==> src/rtl/gelu_seg3_poly_approx_macros.svh <==
// ----------------------------------------------------------------------------
// gelu_seg3_poly_approx_macros
// assertion macros shared by the gelu block; empty when SYNTH is defined
// ----------------------------------------------------------------------------
`ifndef GELU_SEG3_POLY_APPROX_MACROS_SVH
`define GELU_SEG3_POLY_APPROX_MACROS_SVH
`ifndef SYNTH
// plain condition, checked on every edge out of reset
`define GSP_ASSERT(lbl, cond, msg) \
  lbl: assert property (@(posedge clk_i) disable iff (!rst_ni) (cond)) else $error(msg);
// same-cycle or delayed implication
`define GSP_ASSERT_IMP(lbl, ante, cons, msg) \
  lbl: assert property (@(posedge clk_i) disable iff (!rst_ni) (ante) |-> cons) \
    else $error(msg);
// next-cycle implication
`define GSP_ASSERT_NXT(lbl, ante, cons, msg) \
  lbl: assert property (@(posedge clk_i) disable iff (!rst_ni) (ante) |=> (cons)) \
    else $error(msg);
`else
`define GSP_ASSERT(lbl, cond, msg)
`define GSP_ASSERT_IMP(lbl, ante, cons, msg)
`define GSP_ASSERT_NXT(lbl, ante, cons, msg)
`endif
`endif

==> src/rtl/gsp_pkg.sv <==
// ----------------------------------------------------------------------------
// gsp_pkg
// types, constants and coefficient rounding for the gelu approximation
// ----------------------------------------------------------------------------
`default_nettype none

package gsp_pkg;

  // fraction-bits register
  localparam int unsigned CFG_W = 5;
  localparam logic [CFG_W-1:0] CFG_RESET = 5'd18;

  // queue between front and back
  localparam int unsigned QDEPTH = 2;
  localparam int unsigned QPTR_W = $clog2(QDEPTH);
  localparam int unsigned QCNT_W = $clog2(QDEPTH + 1);

  // coefficient magnitudes scaled by 2^32
  localparam logic [63:0] C0_Q32   = 64'd6961320;
  localparam logic [63:0] C1_Q32   = 64'd163129928;
  localparam logic [63:0] C2_Q32   = 64'd2323813602;
  localparam logic [63:0] C3_Q32   = 64'd788234136;
  localparam logic [63:0] C4_Q32   = 64'd89544106;
  localparam logic [63:0] HALF_Q32 = 64'd2147483648;

  // range class of a shifted sample
  typedef enum logic [1:0] {
    CLS_LOW,
    CLS_MID,
    CLS_HIGH
  } cls_e;

  // control info that travels with each word
  typedef struct packed {
    cls_e             cls;
    logic [CFG_W-1:0] drop;
  } ctrl_t;

  // round a 2^32-scaled magnitude to nearest at s fraction bits
  function automatic logic [63:0] round_coef(input logic [63:0] m32, input int unsigned s);
    logic [63:0] r;
    if (s >= 32) begin
      r = m32 << (s - 32);
    end else begin
      r = (m32 + (64'd1 << (31 - s))) >> (32 - s);
    end
    return r;
  endfunction

endpackage

`default_nettype wire

==> src/rtl/gsp_front.sv <==
// ----------------------------------------------------------------------------
// gsp_front
// holds the fraction-bits register, scales each sample and classifies it
// ----------------------------------------------------------------------------
`default_nettype none

module gsp_front #(
  parameter int WORK_FRAC  = 12,
  parameter int DATA_WIDTH = 32
) (
  input  wire logic                         clk_i,
  input  wire logic                         rst_ni,
  input  wire logic                         cfg_valid_i,
  input  wire logic [gsp_pkg::CFG_W-1:0]    cfg_data_i,
  input  wire logic                         start_i,
  input  wire logic                         full_i,
  input  wire logic signed [DATA_WIDTH-1:0] sample_i,
  output logic                              push_o,
  output logic signed [DATA_WIDTH-1:0]      x_o,
  output gsp_pkg::ctrl_t                    ctrl_o
);

  localparam logic [gsp_pkg::CFG_W-1:0] WF = gsp_pkg::CFG_W'(WORK_FRAC);
  localparam logic signed [DATA_WIDTH-1:0] THREE = DATA_WIDTH'(3) << WORK_FRAC;
  localparam logic signed [DATA_WIDTH-1:0] NEG_THREE = -THREE;

  logic [gsp_pkg::CFG_W-1:0] frac_q;
  logic [gsp_pkg::CFG_W-1:0] frac_d;
  logic [gsp_pkg::CFG_W-1:0] drop;

  // fraction-bits register
  always_comb begin
    frac_d = frac_q;
    if (cfg_valid_i) begin
      frac_d = cfg_data_i;
    end
  end

  always_ff @(posedge clk_i or negedge rst_ni) begin
    if (!rst_ni) begin
      frac_q <= gsp_pkg::CFG_RESET;
    end else begin
      frac_q <= frac_d;
    end
  end

  // bits dropped on the way in
  assign drop = (frac_q > WF) ? (frac_q - WF) : '0;

  // scale down and classify
  always_comb begin
    x_o         = sample_i >>> drop;
    ctrl_o.drop = drop;
    if (x_o >= THREE) begin
      ctrl_o.cls = gsp_pkg::CLS_HIGH;
    end else if (x_o >= NEG_THREE) begin
      ctrl_o.cls = gsp_pkg::CLS_MID;
    end else begin
      ctrl_o.cls = gsp_pkg::CLS_LOW;
    end
  end

  assign push_o = start_i && !full_i;

endmodule

`default_nettype wire

==> src/rtl/gsp_queue.sv <==
// ----------------------------------------------------------------------------
// gsp_queue
// short fifo between front and back; drains one word per cycle
// ----------------------------------------------------------------------------
`default_nettype none
`include "gelu_seg3_poly_approx_macros.svh"

module gsp_queue #(
  parameter int WIDTH = 39
) (
  input  wire logic             clk_i,
  input  wire logic             rst_ni,
  input  wire logic             push_i,
  input  wire logic [WIDTH-1:0] data_i,
  output logic                  full_o,
  output logic                  valid_o,
  output logic [WIDTH-1:0]      data_o
);

  localparam logic [gsp_pkg::QPTR_W-1:0] LAST = gsp_pkg::QPTR_W'(gsp_pkg::QDEPTH - 1);
  localparam logic [gsp_pkg::QCNT_W-1:0] FULL = gsp_pkg::QCNT_W'(gsp_pkg::QDEPTH);

  logic [WIDTH-1:0]              mem_q [gsp_pkg::QDEPTH];
  logic [gsp_pkg::QPTR_W-1:0]    wr_ptr_q, wr_ptr_d;
  logic [gsp_pkg::QPTR_W-1:0]    rd_ptr_q, rd_ptr_d;
  logic [gsp_pkg::QCNT_W-1:0]    cnt_q, cnt_d;
  logic                          pop;

  assign full_o  = (cnt_q == FULL);
  assign valid_o = (cnt_q != '0);
  assign pop     = valid_o;
  assign data_o  = mem_q[rd_ptr_q];

  // pointer and fill count update
  always_comb begin
    wr_ptr_d = wr_ptr_q;
    rd_ptr_d = rd_ptr_q;
    cnt_d    = cnt_q;
    if (push_i) begin
      wr_ptr_d = (wr_ptr_q == LAST) ? '0 : wr_ptr_q + 1'b1;
    end
    if (pop) begin
      rd_ptr_d = (rd_ptr_q == LAST) ? '0 : rd_ptr_q + 1'b1;
    end
    if (push_i && !pop) begin
      cnt_d = cnt_q + 1'b1;
    end else if (pop && !push_i) begin
      cnt_d = cnt_q - 1'b1;
    end
  end

  always_ff @(posedge clk_i or negedge rst_ni) begin
    if (!rst_ni) begin
      wr_ptr_q <= '0;
      rd_ptr_q <= '0;
      cnt_q    <= '0;
    end else begin
      wr_ptr_q <= wr_ptr_d;
      rd_ptr_q <= rd_ptr_d;
      cnt_q    <= cnt_d;
    end
  end

  // storage
  always_ff @(posedge clk_i) begin
    if (push_i) begin
      mem_q[wr_ptr_q] <= data_i;
    end
  end

  `GSP_ASSERT(q_cnt_bound, cnt_q <= FULL, "queue fill count above depth")
  `GSP_ASSERT_NXT(q_fill_up, push_i && !valid_o, cnt_q == 1, "push into empty queue lost")
  `GSP_ASSERT_NXT(q_drain, valid_o && !push_i, cnt_q == $past(cnt_q) - 1'b1,
                  "pop without push did not drain")

endmodule

`default_nettype wire

==> src/rtl/gsp_back.sv <==
// ----------------------------------------------------------------------------
// gsp_back
// four-stage pipeline: powers, coefficient products, sum, rescale
// ----------------------------------------------------------------------------
`default_nettype none
`include "gelu_seg3_poly_approx_macros.svh"

module gsp_back #(
  parameter int WORK_FRAC  = 12,
  parameter int DATA_WIDTH = 32
) (
  input  wire logic                         clk_i,
  input  wire logic                         rst_ni,
  input  wire logic                         in_valid_i,
  input  wire logic signed [DATA_WIDTH-1:0] x_i,
  input  wire gsp_pkg::ctrl_t               ctrl_i,
  output logic                              out_valid_o,
  output logic [DATA_WIDTH-1:0]             out_value_o
);

  localparam int W   = WORK_FRAC;
  localparam int XMW = W + 3;       // signed x inside the middle range
  localparam int AW  = W + 2;       // |x|
  localparam int SQW = W + 4;       // |x|^2
  localparam int A3W = W + 5;       // |x|^3
  localparam int A4W = W + 7;       // |x|^4
  localparam int CW  = W;           // coefficients at W fraction bits
  localparam int C0W = 2 * W;       // constant term at 2W fraction bits
  localparam int SW  = 2 * W + 8;   // polynomial sum
  localparam int RW  = SW - W;      // sum after the final shift

  localparam logic [63:0] HALF_R = gsp_pkg::round_coef(gsp_pkg::HALF_Q32, W);
  localparam logic [63:0] C0_R   = gsp_pkg::round_coef(gsp_pkg::C0_Q32, 2 * W);
  localparam logic [63:0] C1_R   = gsp_pkg::round_coef(gsp_pkg::C1_Q32, W);
  localparam logic [63:0] C2_R   = gsp_pkg::round_coef(gsp_pkg::C2_Q32, W);
  localparam logic [63:0] C3_R   = gsp_pkg::round_coef(gsp_pkg::C3_Q32, W);
  localparam logic [63:0] C4_R   = gsp_pkg::round_coef(gsp_pkg::C4_Q32, W);

  localparam logic [CW-1:0]  HALF_C = HALF_R[CW-1:0];
  localparam logic [C0W-1:0] C0_C   = C0_R[C0W-1:0];
  localparam logic [CW-1:0]  C1_C   = C1_R[CW-1:0];
  localparam logic [CW-1:0]  C2_C   = C2_R[CW-1:0];
  localparam logic [CW-1:0]  C3_C   = C3_R[CW-1:0];
  localparam logic [CW-1:0]  C4_C   = C4_R[CW-1:0];

  // stage 1: |x| and |x|^2
  logic signed [XMW-1:0]        xm;
  logic [XMW-1:0]               xabs;
  logic [2*AW-1:0]              asq;
  logic                         s1_v_q;
  logic signed [DATA_WIDTH-1:0] s1_x_q;
  gsp_pkg::ctrl_t               s1_ctrl_q;
  logic signed [XMW-1:0]        s1_xm_q;
  logic [AW-1:0]                s1_a_q;
  logic [SQW-1:0]               s1_sq_q;

  assign xm   = x_i[XMW-1:0];
  assign xabs = xm[XMW-1] ? XMW'(-xm) : XMW'(xm);
  assign asq  = xabs[AW-1:0] * xabs[AW-1:0];

  always_ff @(posedge clk_i) begin
    s1_x_q    <= x_i;
    s1_ctrl_q <= ctrl_i;
    s1_xm_q   <= xm;
    s1_a_q    <= xabs[AW-1:0];
    s1_sq_q   <= asq[W+SQW-1:W];
  end

  // stage 2: |x|^3, |x|^4 and the first two coefficient products
  logic [2*SQW-1:0]             sq4;
  logic [AW+SQW-1:0]            a3p;
  logic [AW+CW-1:0]             pa1;
  logic [SQW+CW-1:0]            pa2;
  logic                         s2_v_q;
  logic signed [DATA_WIDTH-1:0] s2_x_q;
  gsp_pkg::ctrl_t               s2_ctrl_q;
  logic signed [XMW-1:0]        s2_xm_q;
  logic [A3W-1:0]               s2_a3_q;
  logic [A4W-1:0]               s2_a4_q;
  logic [AW+CW-1:0]             s2_pa1_q;
  logic [SQW+CW-1:0]            s2_pa2_q;

  assign sq4 = s1_sq_q * s1_sq_q;
  assign a3p = s1_a_q * s1_sq_q;
  assign pa1 = s1_a_q * C1_C;
  assign pa2 = s1_sq_q * C2_C;

  always_ff @(posedge clk_i) begin
    s2_x_q    <= s1_x_q;
    s2_ctrl_q <= s1_ctrl_q;
    s2_xm_q   <= s1_xm_q;
    s2_a3_q   <= a3p[W+A3W-1:W];
    s2_a4_q   <= sq4[W+A4W-1:W];
    s2_pa1_q  <= pa1;
    s2_pa2_q  <= pa2;
  end

  // stage 3: half-x term, partial sum, higher-power products
  logic signed [XMW+CW:0]       ph;
  logic signed [SW-1:0]         base;
  logic [A3W+CW-1:0]            p3;
  logic [A4W+CW-1:0]            p4;
  logic                         s3_v_q;
  logic signed [DATA_WIDTH-1:0] s3_x_q;
  gsp_pkg::ctrl_t               s3_ctrl_q;
  logic signed [SW-1:0]         s3_base_q;
  logic [A3W+CW-1:0]            s3_p3_q;
  logic [A4W+CW-1:0]            s3_p4_q;

  assign ph   = s2_xm_q * $signed({1'b0, HALF_C});
  assign base = SW'(ph) + $signed(SW'(C0_C)) - $signed(SW'(s2_pa1_q))
              + $signed(SW'(s2_pa2_q));
  assign p3   = s2_a3_q * C3_C;
  assign p4   = s2_a4_q * C4_C;

  always_ff @(posedge clk_i) begin
    s3_x_q    <= s2_x_q;
    s3_ctrl_q <= s2_ctrl_q;
    s3_base_q <= base;
    s3_p3_q   <= p3;
    s3_p4_q   <= p4;
  end

  // stage 4: final sum, range select, rescale
  logic signed [SW-1:0]         sum;
  logic signed [RW-1:0]         r;
  logic signed [DATA_WIDTH-1:0] sel;
  logic [DATA_WIDTH-1:0]        value_q;
  logic [DATA_WIDTH-1:0]        value_d;

  assign sum = s3_base_q - $signed(SW'(s3_p3_q)) + $signed(SW'(s3_p4_q));
  assign r   = sum[SW-1:W];

  always_comb begin
    case (s3_ctrl_q.cls)
      gsp_pkg::CLS_HIGH: sel = s3_x_q;
      gsp_pkg::CLS_MID:  sel = DATA_WIDTH'(r);
      gsp_pkg::CLS_LOW:  sel = '0;
      default:           sel = '0;
    endcase
    value_d = DATA_WIDTH'(sel) << s3_ctrl_q.drop;
  end

  always_ff @(posedge clk_i) begin
    value_q <= value_d;
  end

  // stage valids
  always_ff @(posedge clk_i or negedge rst_ni) begin
    if (!rst_ni) begin
      s1_v_q      <= 1'b0;
      s2_v_q      <= 1'b0;
      s3_v_q      <= 1'b0;
      out_valid_o <= 1'b0;
    end else begin
      s1_v_q      <= in_valid_i;
      s2_v_q      <= s1_v_q;
      s3_v_q      <= s2_v_q;
      out_valid_o <= s3_v_q;
    end
  end

  assign out_value_o = value_q;

  `GSP_ASSERT_IMP(bk_latency, in_valid_i, ##4 out_valid_o, "word lost in back pipeline")
  `GSP_ASSERT_IMP(bk_no_extra, !in_valid_i, ##4 !out_valid_o, "back pipeline made a word")

endmodule

`default_nettype wire

==> src/rtl/gelu_seg3_poly_approx.sv <==
// ----------------------------------------------------------------------------
// gelu_seg3_poly_approx
// piecewise polynomial gelu on signed fixed-point samples
// ----------------------------------------------------------------------------
// One sample is accepted per clock (start high while busy is low); the block
// sustains one word every cycle with start held high. The result strobe
// gelu_valid_o is high for one cycle, after the two-entry front queue and
// the back pipeline (powers, coefficient products, sum, rescale). Results
// cannot be held off, and since the back pipeline drains the queue every
// cycle, busy only rises if the queue is full. The fraction-bits register
// (reset 18) is written through cfg_valid_i/cfg_data_i, always ready; the
// user must write it only while the block is idle, which the block does
// not enforce; with WORK_FRAC or fewer fraction bits nothing is rescaled.
`default_nettype none

module gelu_seg3_poly_approx #(
  parameter int WORK_FRAC  = 12,
  parameter int DATA_WIDTH = 32
) (
  input  wire logic                         clk_i,
  input  wire logic                         rst_ni,
  input  wire logic                         cfg_valid_i,
  output logic                              cfg_ready_o,
  input  wire logic [gsp_pkg::CFG_W-1:0]    cfg_data_i,
  input  wire logic                         start,
  output logic                              busy,
  input  wire logic signed [DATA_WIDTH-1:0] sample_i,
  output logic                              gelu_valid_o,
  output logic signed [DATA_WIDTH-1:0]      gelu_value_o
);

  localparam int QW = DATA_WIDTH + $bits(gsp_pkg::ctrl_t);

  logic                         push;
  logic signed [DATA_WIDTH-1:0] fx;
  gsp_pkg::ctrl_t               fctrl;
  logic                         q_valid;
  logic [QW-1:0]                q_data;
  logic [DATA_WIDTH-1:0]        out_value;

  assign cfg_ready_o = 1'b1;

  // front: register, scale, classify
  gsp_front #(
    .WORK_FRAC  (WORK_FRAC),
    .DATA_WIDTH (DATA_WIDTH)
  ) u_front (
    .clk_i       (clk_i),
    .rst_ni      (rst_ni),
    .cfg_valid_i (cfg_valid_i),
    .cfg_data_i  (cfg_data_i),
    .start_i     (start),
    .full_i      (busy),
    .sample_i    (sample_i),
    .push_o      (push),
    .x_o         (fx),
    .ctrl_o      (fctrl)
  );

  // queue between the halves
  gsp_queue #(
    .WIDTH (QW)
  ) u_queue (
    .clk_i   (clk_i),
    .rst_ni  (rst_ni),
    .push_i  (push),
    .data_i  ({fctrl, fx}),
    .full_o  (busy),
    .valid_o (q_valid),
    .data_o  (q_data)
  );

  // back: polynomial pipeline
  gsp_back #(
    .WORK_FRAC  (WORK_FRAC),
    .DATA_WIDTH (DATA_WIDTH)
  ) u_back (
    .clk_i       (clk_i),
    .rst_ni      (rst_ni),
    .in_valid_i  (q_valid),
    .x_i         ($signed(q_data[DATA_WIDTH-1:0])),
    .ctrl_i      (gsp_pkg::ctrl_t'(q_data[QW-1:DATA_WIDTH])),
    .out_valid_o (gelu_valid_o),
    .out_value_o (out_value)
  );

  assign gelu_value_o = $signed(out_value);

endmodule

`default_nettype wire

==> config.mk <==
export PLATFORM = sky130hd
export DESIGN_NAME = gelu_seg3_poly_approx
export DESIGN_NICKNAME = d
export VERILOG_FILES = /design/src/rtl/gsp_pkg.sv /design/src/rtl/gsp_front.sv /design/src/rtl/gsp_queue.sv /design/src/rtl/gsp_back.sv /design/src/rtl/gelu_seg3_poly_approx.sv
export VERILOG_INCLUDE_DIRS = /design/src /design/src/rtl
export SDC_FILE = /design/constraint.sdc
export NUM_CORES = 2
export LEC_CHECK = 0
export ABC_AREA = 1
export BUFFER_PORTS_ARGS = -buffer_cell sky130_fd_sc_hd__clkbuf_2
export CORE_AREA = 2 2 281 283
export DETAILED_ROUTE_END_ITERATION = 10
export DIE_AREA = 0 0 283 285
export PLACE_DENSITY = 0.84
export SYNTH_ARGS = -nofsm -noshare
export SYNTH_HDL_FRONTEND = slang
export SYNTH_SLANG_ARGS = --single-unit
export TNS_END_PERCENT = 1
==> constraint.sdc <==
create_clock -name clk_i -period 8.4 [get_ports clk_i]
set_input_delay 2.52 -clock clk_i [delete_from_list [all_inputs] [get_ports clk_i]]
set_output_delay 2.52 -clock clk_i [all_outputs]
set_load 0.1 [all_outputs]
==> out/metrics.cfg <==
[grt]
track_usage_pct=28.68
grt.overflow.total=0
grt_pass1_vias=38390
antenna_found_initial=0
grt_max_degree=60
grt_pass1_wl_um=188800

[synthesis]
yosys.area_share.adder_pct=40.30
synth_xor_area_share_pct=3.566
synth.net_count=7036
synth_cells=5834
synth_seq_cells=427
synth_top_family_by_area=adder cells
async_reset_ff_share_pct=3.044
ys_seq_area_share_pct=19.94
ys.flop_type=dfxtp_1
synth_area_um2=47120
yosys_warnings=0
synth_compound_area_share_pct=5.844
yosys.cell_types.count=59
synth-simple-area-share_pct=17.61
muxShareOfSynthArea_pct=0.06372
synth.avg_cell_area_um2=8.077
synth_edf_count=78

[placement]
placed_area_um2=48500
dp_hpwl_um=91460
gp_congestion=0.9511
io_buffer_count=74

[status]
outcome=finished clean

[cells_and_area]
drive_gt1_share_pct=4.311
final_util_pct=64.09
syn_to_final_growth_pct=6.046
layout.nets=7037
post-route-cell-area_um2=49970
antenna_cells=0
fillCellCount=6145

[sta]
holdWs_ns=0.3243
setup_viol=0
slew_viol_final=0
tightest_slew_ns=1.177
rsz0062_at_grt=no
tns_ns=0
layout_min_cycle_time_ns=7.812
post-route-period-util_pct=93.00
fmax_mhz=128.0
finClkSkew_ns=0.03461
maxSlewHeadroom_pct=21.38
finalHoldViolations=0

[worst_setup_path]
cp_slowest_cell=dfrtp_1
crit_required_ns=8.89
crit_family=adder cells
critPathLaunchType=flop
end_kind=flop
path_buf_inv=7
cpPeakStageDelay_ns=0.65
crit_arrival_ns=8.30
critPathMostFrequentCell=fa_1
cp_max_fo=27
crit_type=reg -> reg

[detailed_routing]
drtIter0Drc=3184
drt-vias-per-instance=5.428
ant_nets=0
dr.pass1.iters=8
route.vias.total=37560
drt-total-wl_um=114000
route.detailed.drc=0
wl_per_cell_um=16.48

[clocking]
cts_buffers=43
ctsResizeCount=0
hold_buffers=0
clkSlewWorstSetupHoldPaths_ns=0.06
cts_sinks=427
cts-root-buf=clkbuf_16
cts.path.max_buffers=3
clk_latency_ns=0.60
cts_tree=built
htree_levels=2
post_cts_buffers=0

[floorplanning]
chipHeight_um=285
fp.dieW_um=283
io_pins=76
die_area_um2=80660
start_util_pct=60.44
core-area_um2=77970
core.rowCount=103

[worst_hold_path]
hold_class=reg -> reg

[job]
drv_cap=0

## kinds of logic after synthesis
logic type | count (synthesis)
simple gates | 1994
buf+inv | 1576
fa+ha+maj | 1161
compound gates | 481
flops | 427
xor+xnor | 191
mux | 3
other cells | 1
## worst reg2reg max path: cells and delay by family, from the launching register on
kind            cells  cell delay (ns)
compound gates      7             0.99
buf+inv             7             1.10
fa+ha+maj           7             3.44
flops               1             0.65
simple gates        8             1.35
xor+xnor            1             0.17
## layer usage
metal / wire [um] / vias to the layer above / share of wire, % / GRT usage [%]
met2: 55540 / 1416 / 49 / 49.76
met1: 46660 / 18070 / 41 / 37.50
met5: 0 / - / 0 / 0
met3: 8201 / 254 / 7.2 / 3.552
li1: - / 17820 / - / -
met4: 3642 / 0 / 3.2 / 8.963
## layout make-up
type / count / area (um^2) / share of cell area, %
inverter: 1413 / 5304 / 10.61
sequential: 427 / 9397 / 18.80
tap: 1050 / 1314 / 2.629
timing repair buffer: 119 / 708.2 / 1.417
clock inverter: 25 / 262.8 / 0.5258
multi-input combinational: 3831 / 31780 / 63.59
clock buffer: 54 / 1209 / 2.419
## path summary, 6_finish.rpt
kind                       cells after the start  slack [ns]                         start                       endpoint
min in group asynchronous                      1        1.84                        rst_ni   u_back.out_valid_o$_DFF_PN0_
min reg2reg                                    0        0.32     u_back.s2_x_q[25]$_DFF_P_      u_back.s3_x_q[25]$_DFF_P_
max                                           30        0.59  u_queue.rd_ptr_q$_DFFE_PN0P_     u_back.s1_sq_q[15]$_DFF_P_
max reg2reg                                   30        0.59  u_queue.rd_ptr_q$_DFFE_PN0P_     u_back.s1_sq_q[15]$_DFF_P_
min                                            0        0.32     u_back.s2_x_q[25]$_DFF_P_      u_back.s3_x_q[25]$_DFF_P_
max in group asynchronous                      1        6.24                        rst_ni  u_front.frac_q[1]$_DFFE_PN1P_
## cell usage in the layout, fill, tap and decap left out, types with 56 or more instances in the layout
| cell type | n |
|---|---|
| a21oi_1 | 215 |
| clkbuf_2 | 74 |
| dfxtp_1 | 336 |
| edfxtp_1 | 78 |
| fa_1 | 595 |
| ha_1 | 566 |
| inv_1 | 1396 |
| nand2_1 | 1218 |
| nand3_1 | 401 |
| nor2_1 | 242 |
| o21ai_0 | 136 |
| xnor2_1 | 56 |
| xor2_1 | 134 |
## through the flow
step / setup WS (ns) / instances
2_1_floorplan: 1.656 / 5834
3_3_place_gp: 0.8503 / 6840
3_5_place_dp: 0.6859 / 6840
4_1_cts: 0.6335 / 6919
5_1_grt: 0.01499 / 6919
6_report: 0.5877 / 6919
## synthesized netlist by cell type (26+ instances only)
| cell type | number | share of area (%) |
|---|---|---|
| a21oi_1 | 215 | 2.3 |
| clkbuf_1 | 125 | 1.0 |
| dfxtp_1 | 336 | 14 |
| edfxtp_1 | 78 | 5.0 |
| fa_1 | 595 | 25 |
| ha_1 | 566 | 15 |
| inv_1 | 1396 | 11 |
| nand2_1 | 1218 | 9.7 |
| nand3_1 | 401 | 4.3 |
| nand4_1 | 35 | 0.46 |
| nor2_1 | 245 | 2.0 |
| nor3_1 | 26 | 0.28 |
| o21ai_0 | 136 | 1.4 |
| xnor2_1 | 56 | 1.0 |
| xor2_1 | 134 | 2.5 |
## sequential cells by signal, summed over array words and instances (netlist names), 2 cells and up
signal,flops
u_back.s1_x_q,32
u_back.s2_ctrl_q,7
u_back.s1_a_q,13
u_back.s2_pa1_q,19
u_queue.cnt_q,2
u_queue.mem_q,78
u_back.s2_a4_q,19
u_back.s3_ctrl_q,7
u_back.s3_p4_q,26
u_front.frac_q,5
u_back.s2_pa2_q,25
u_back.s2_a3_q,17
u_back.s1_ctrl_q,7
u_back.s2_x_q,32
u_back.s1_sq_q,16
u_back.out_value_o,32
u_back.s3_x_q,32
u_back.s3_p3_q,23
u_back.s3_base_q,29
Power is left out: the tool's default activity adds up to more than one toggle a clock period on the data nets, which glitch-free logic cannot reach.
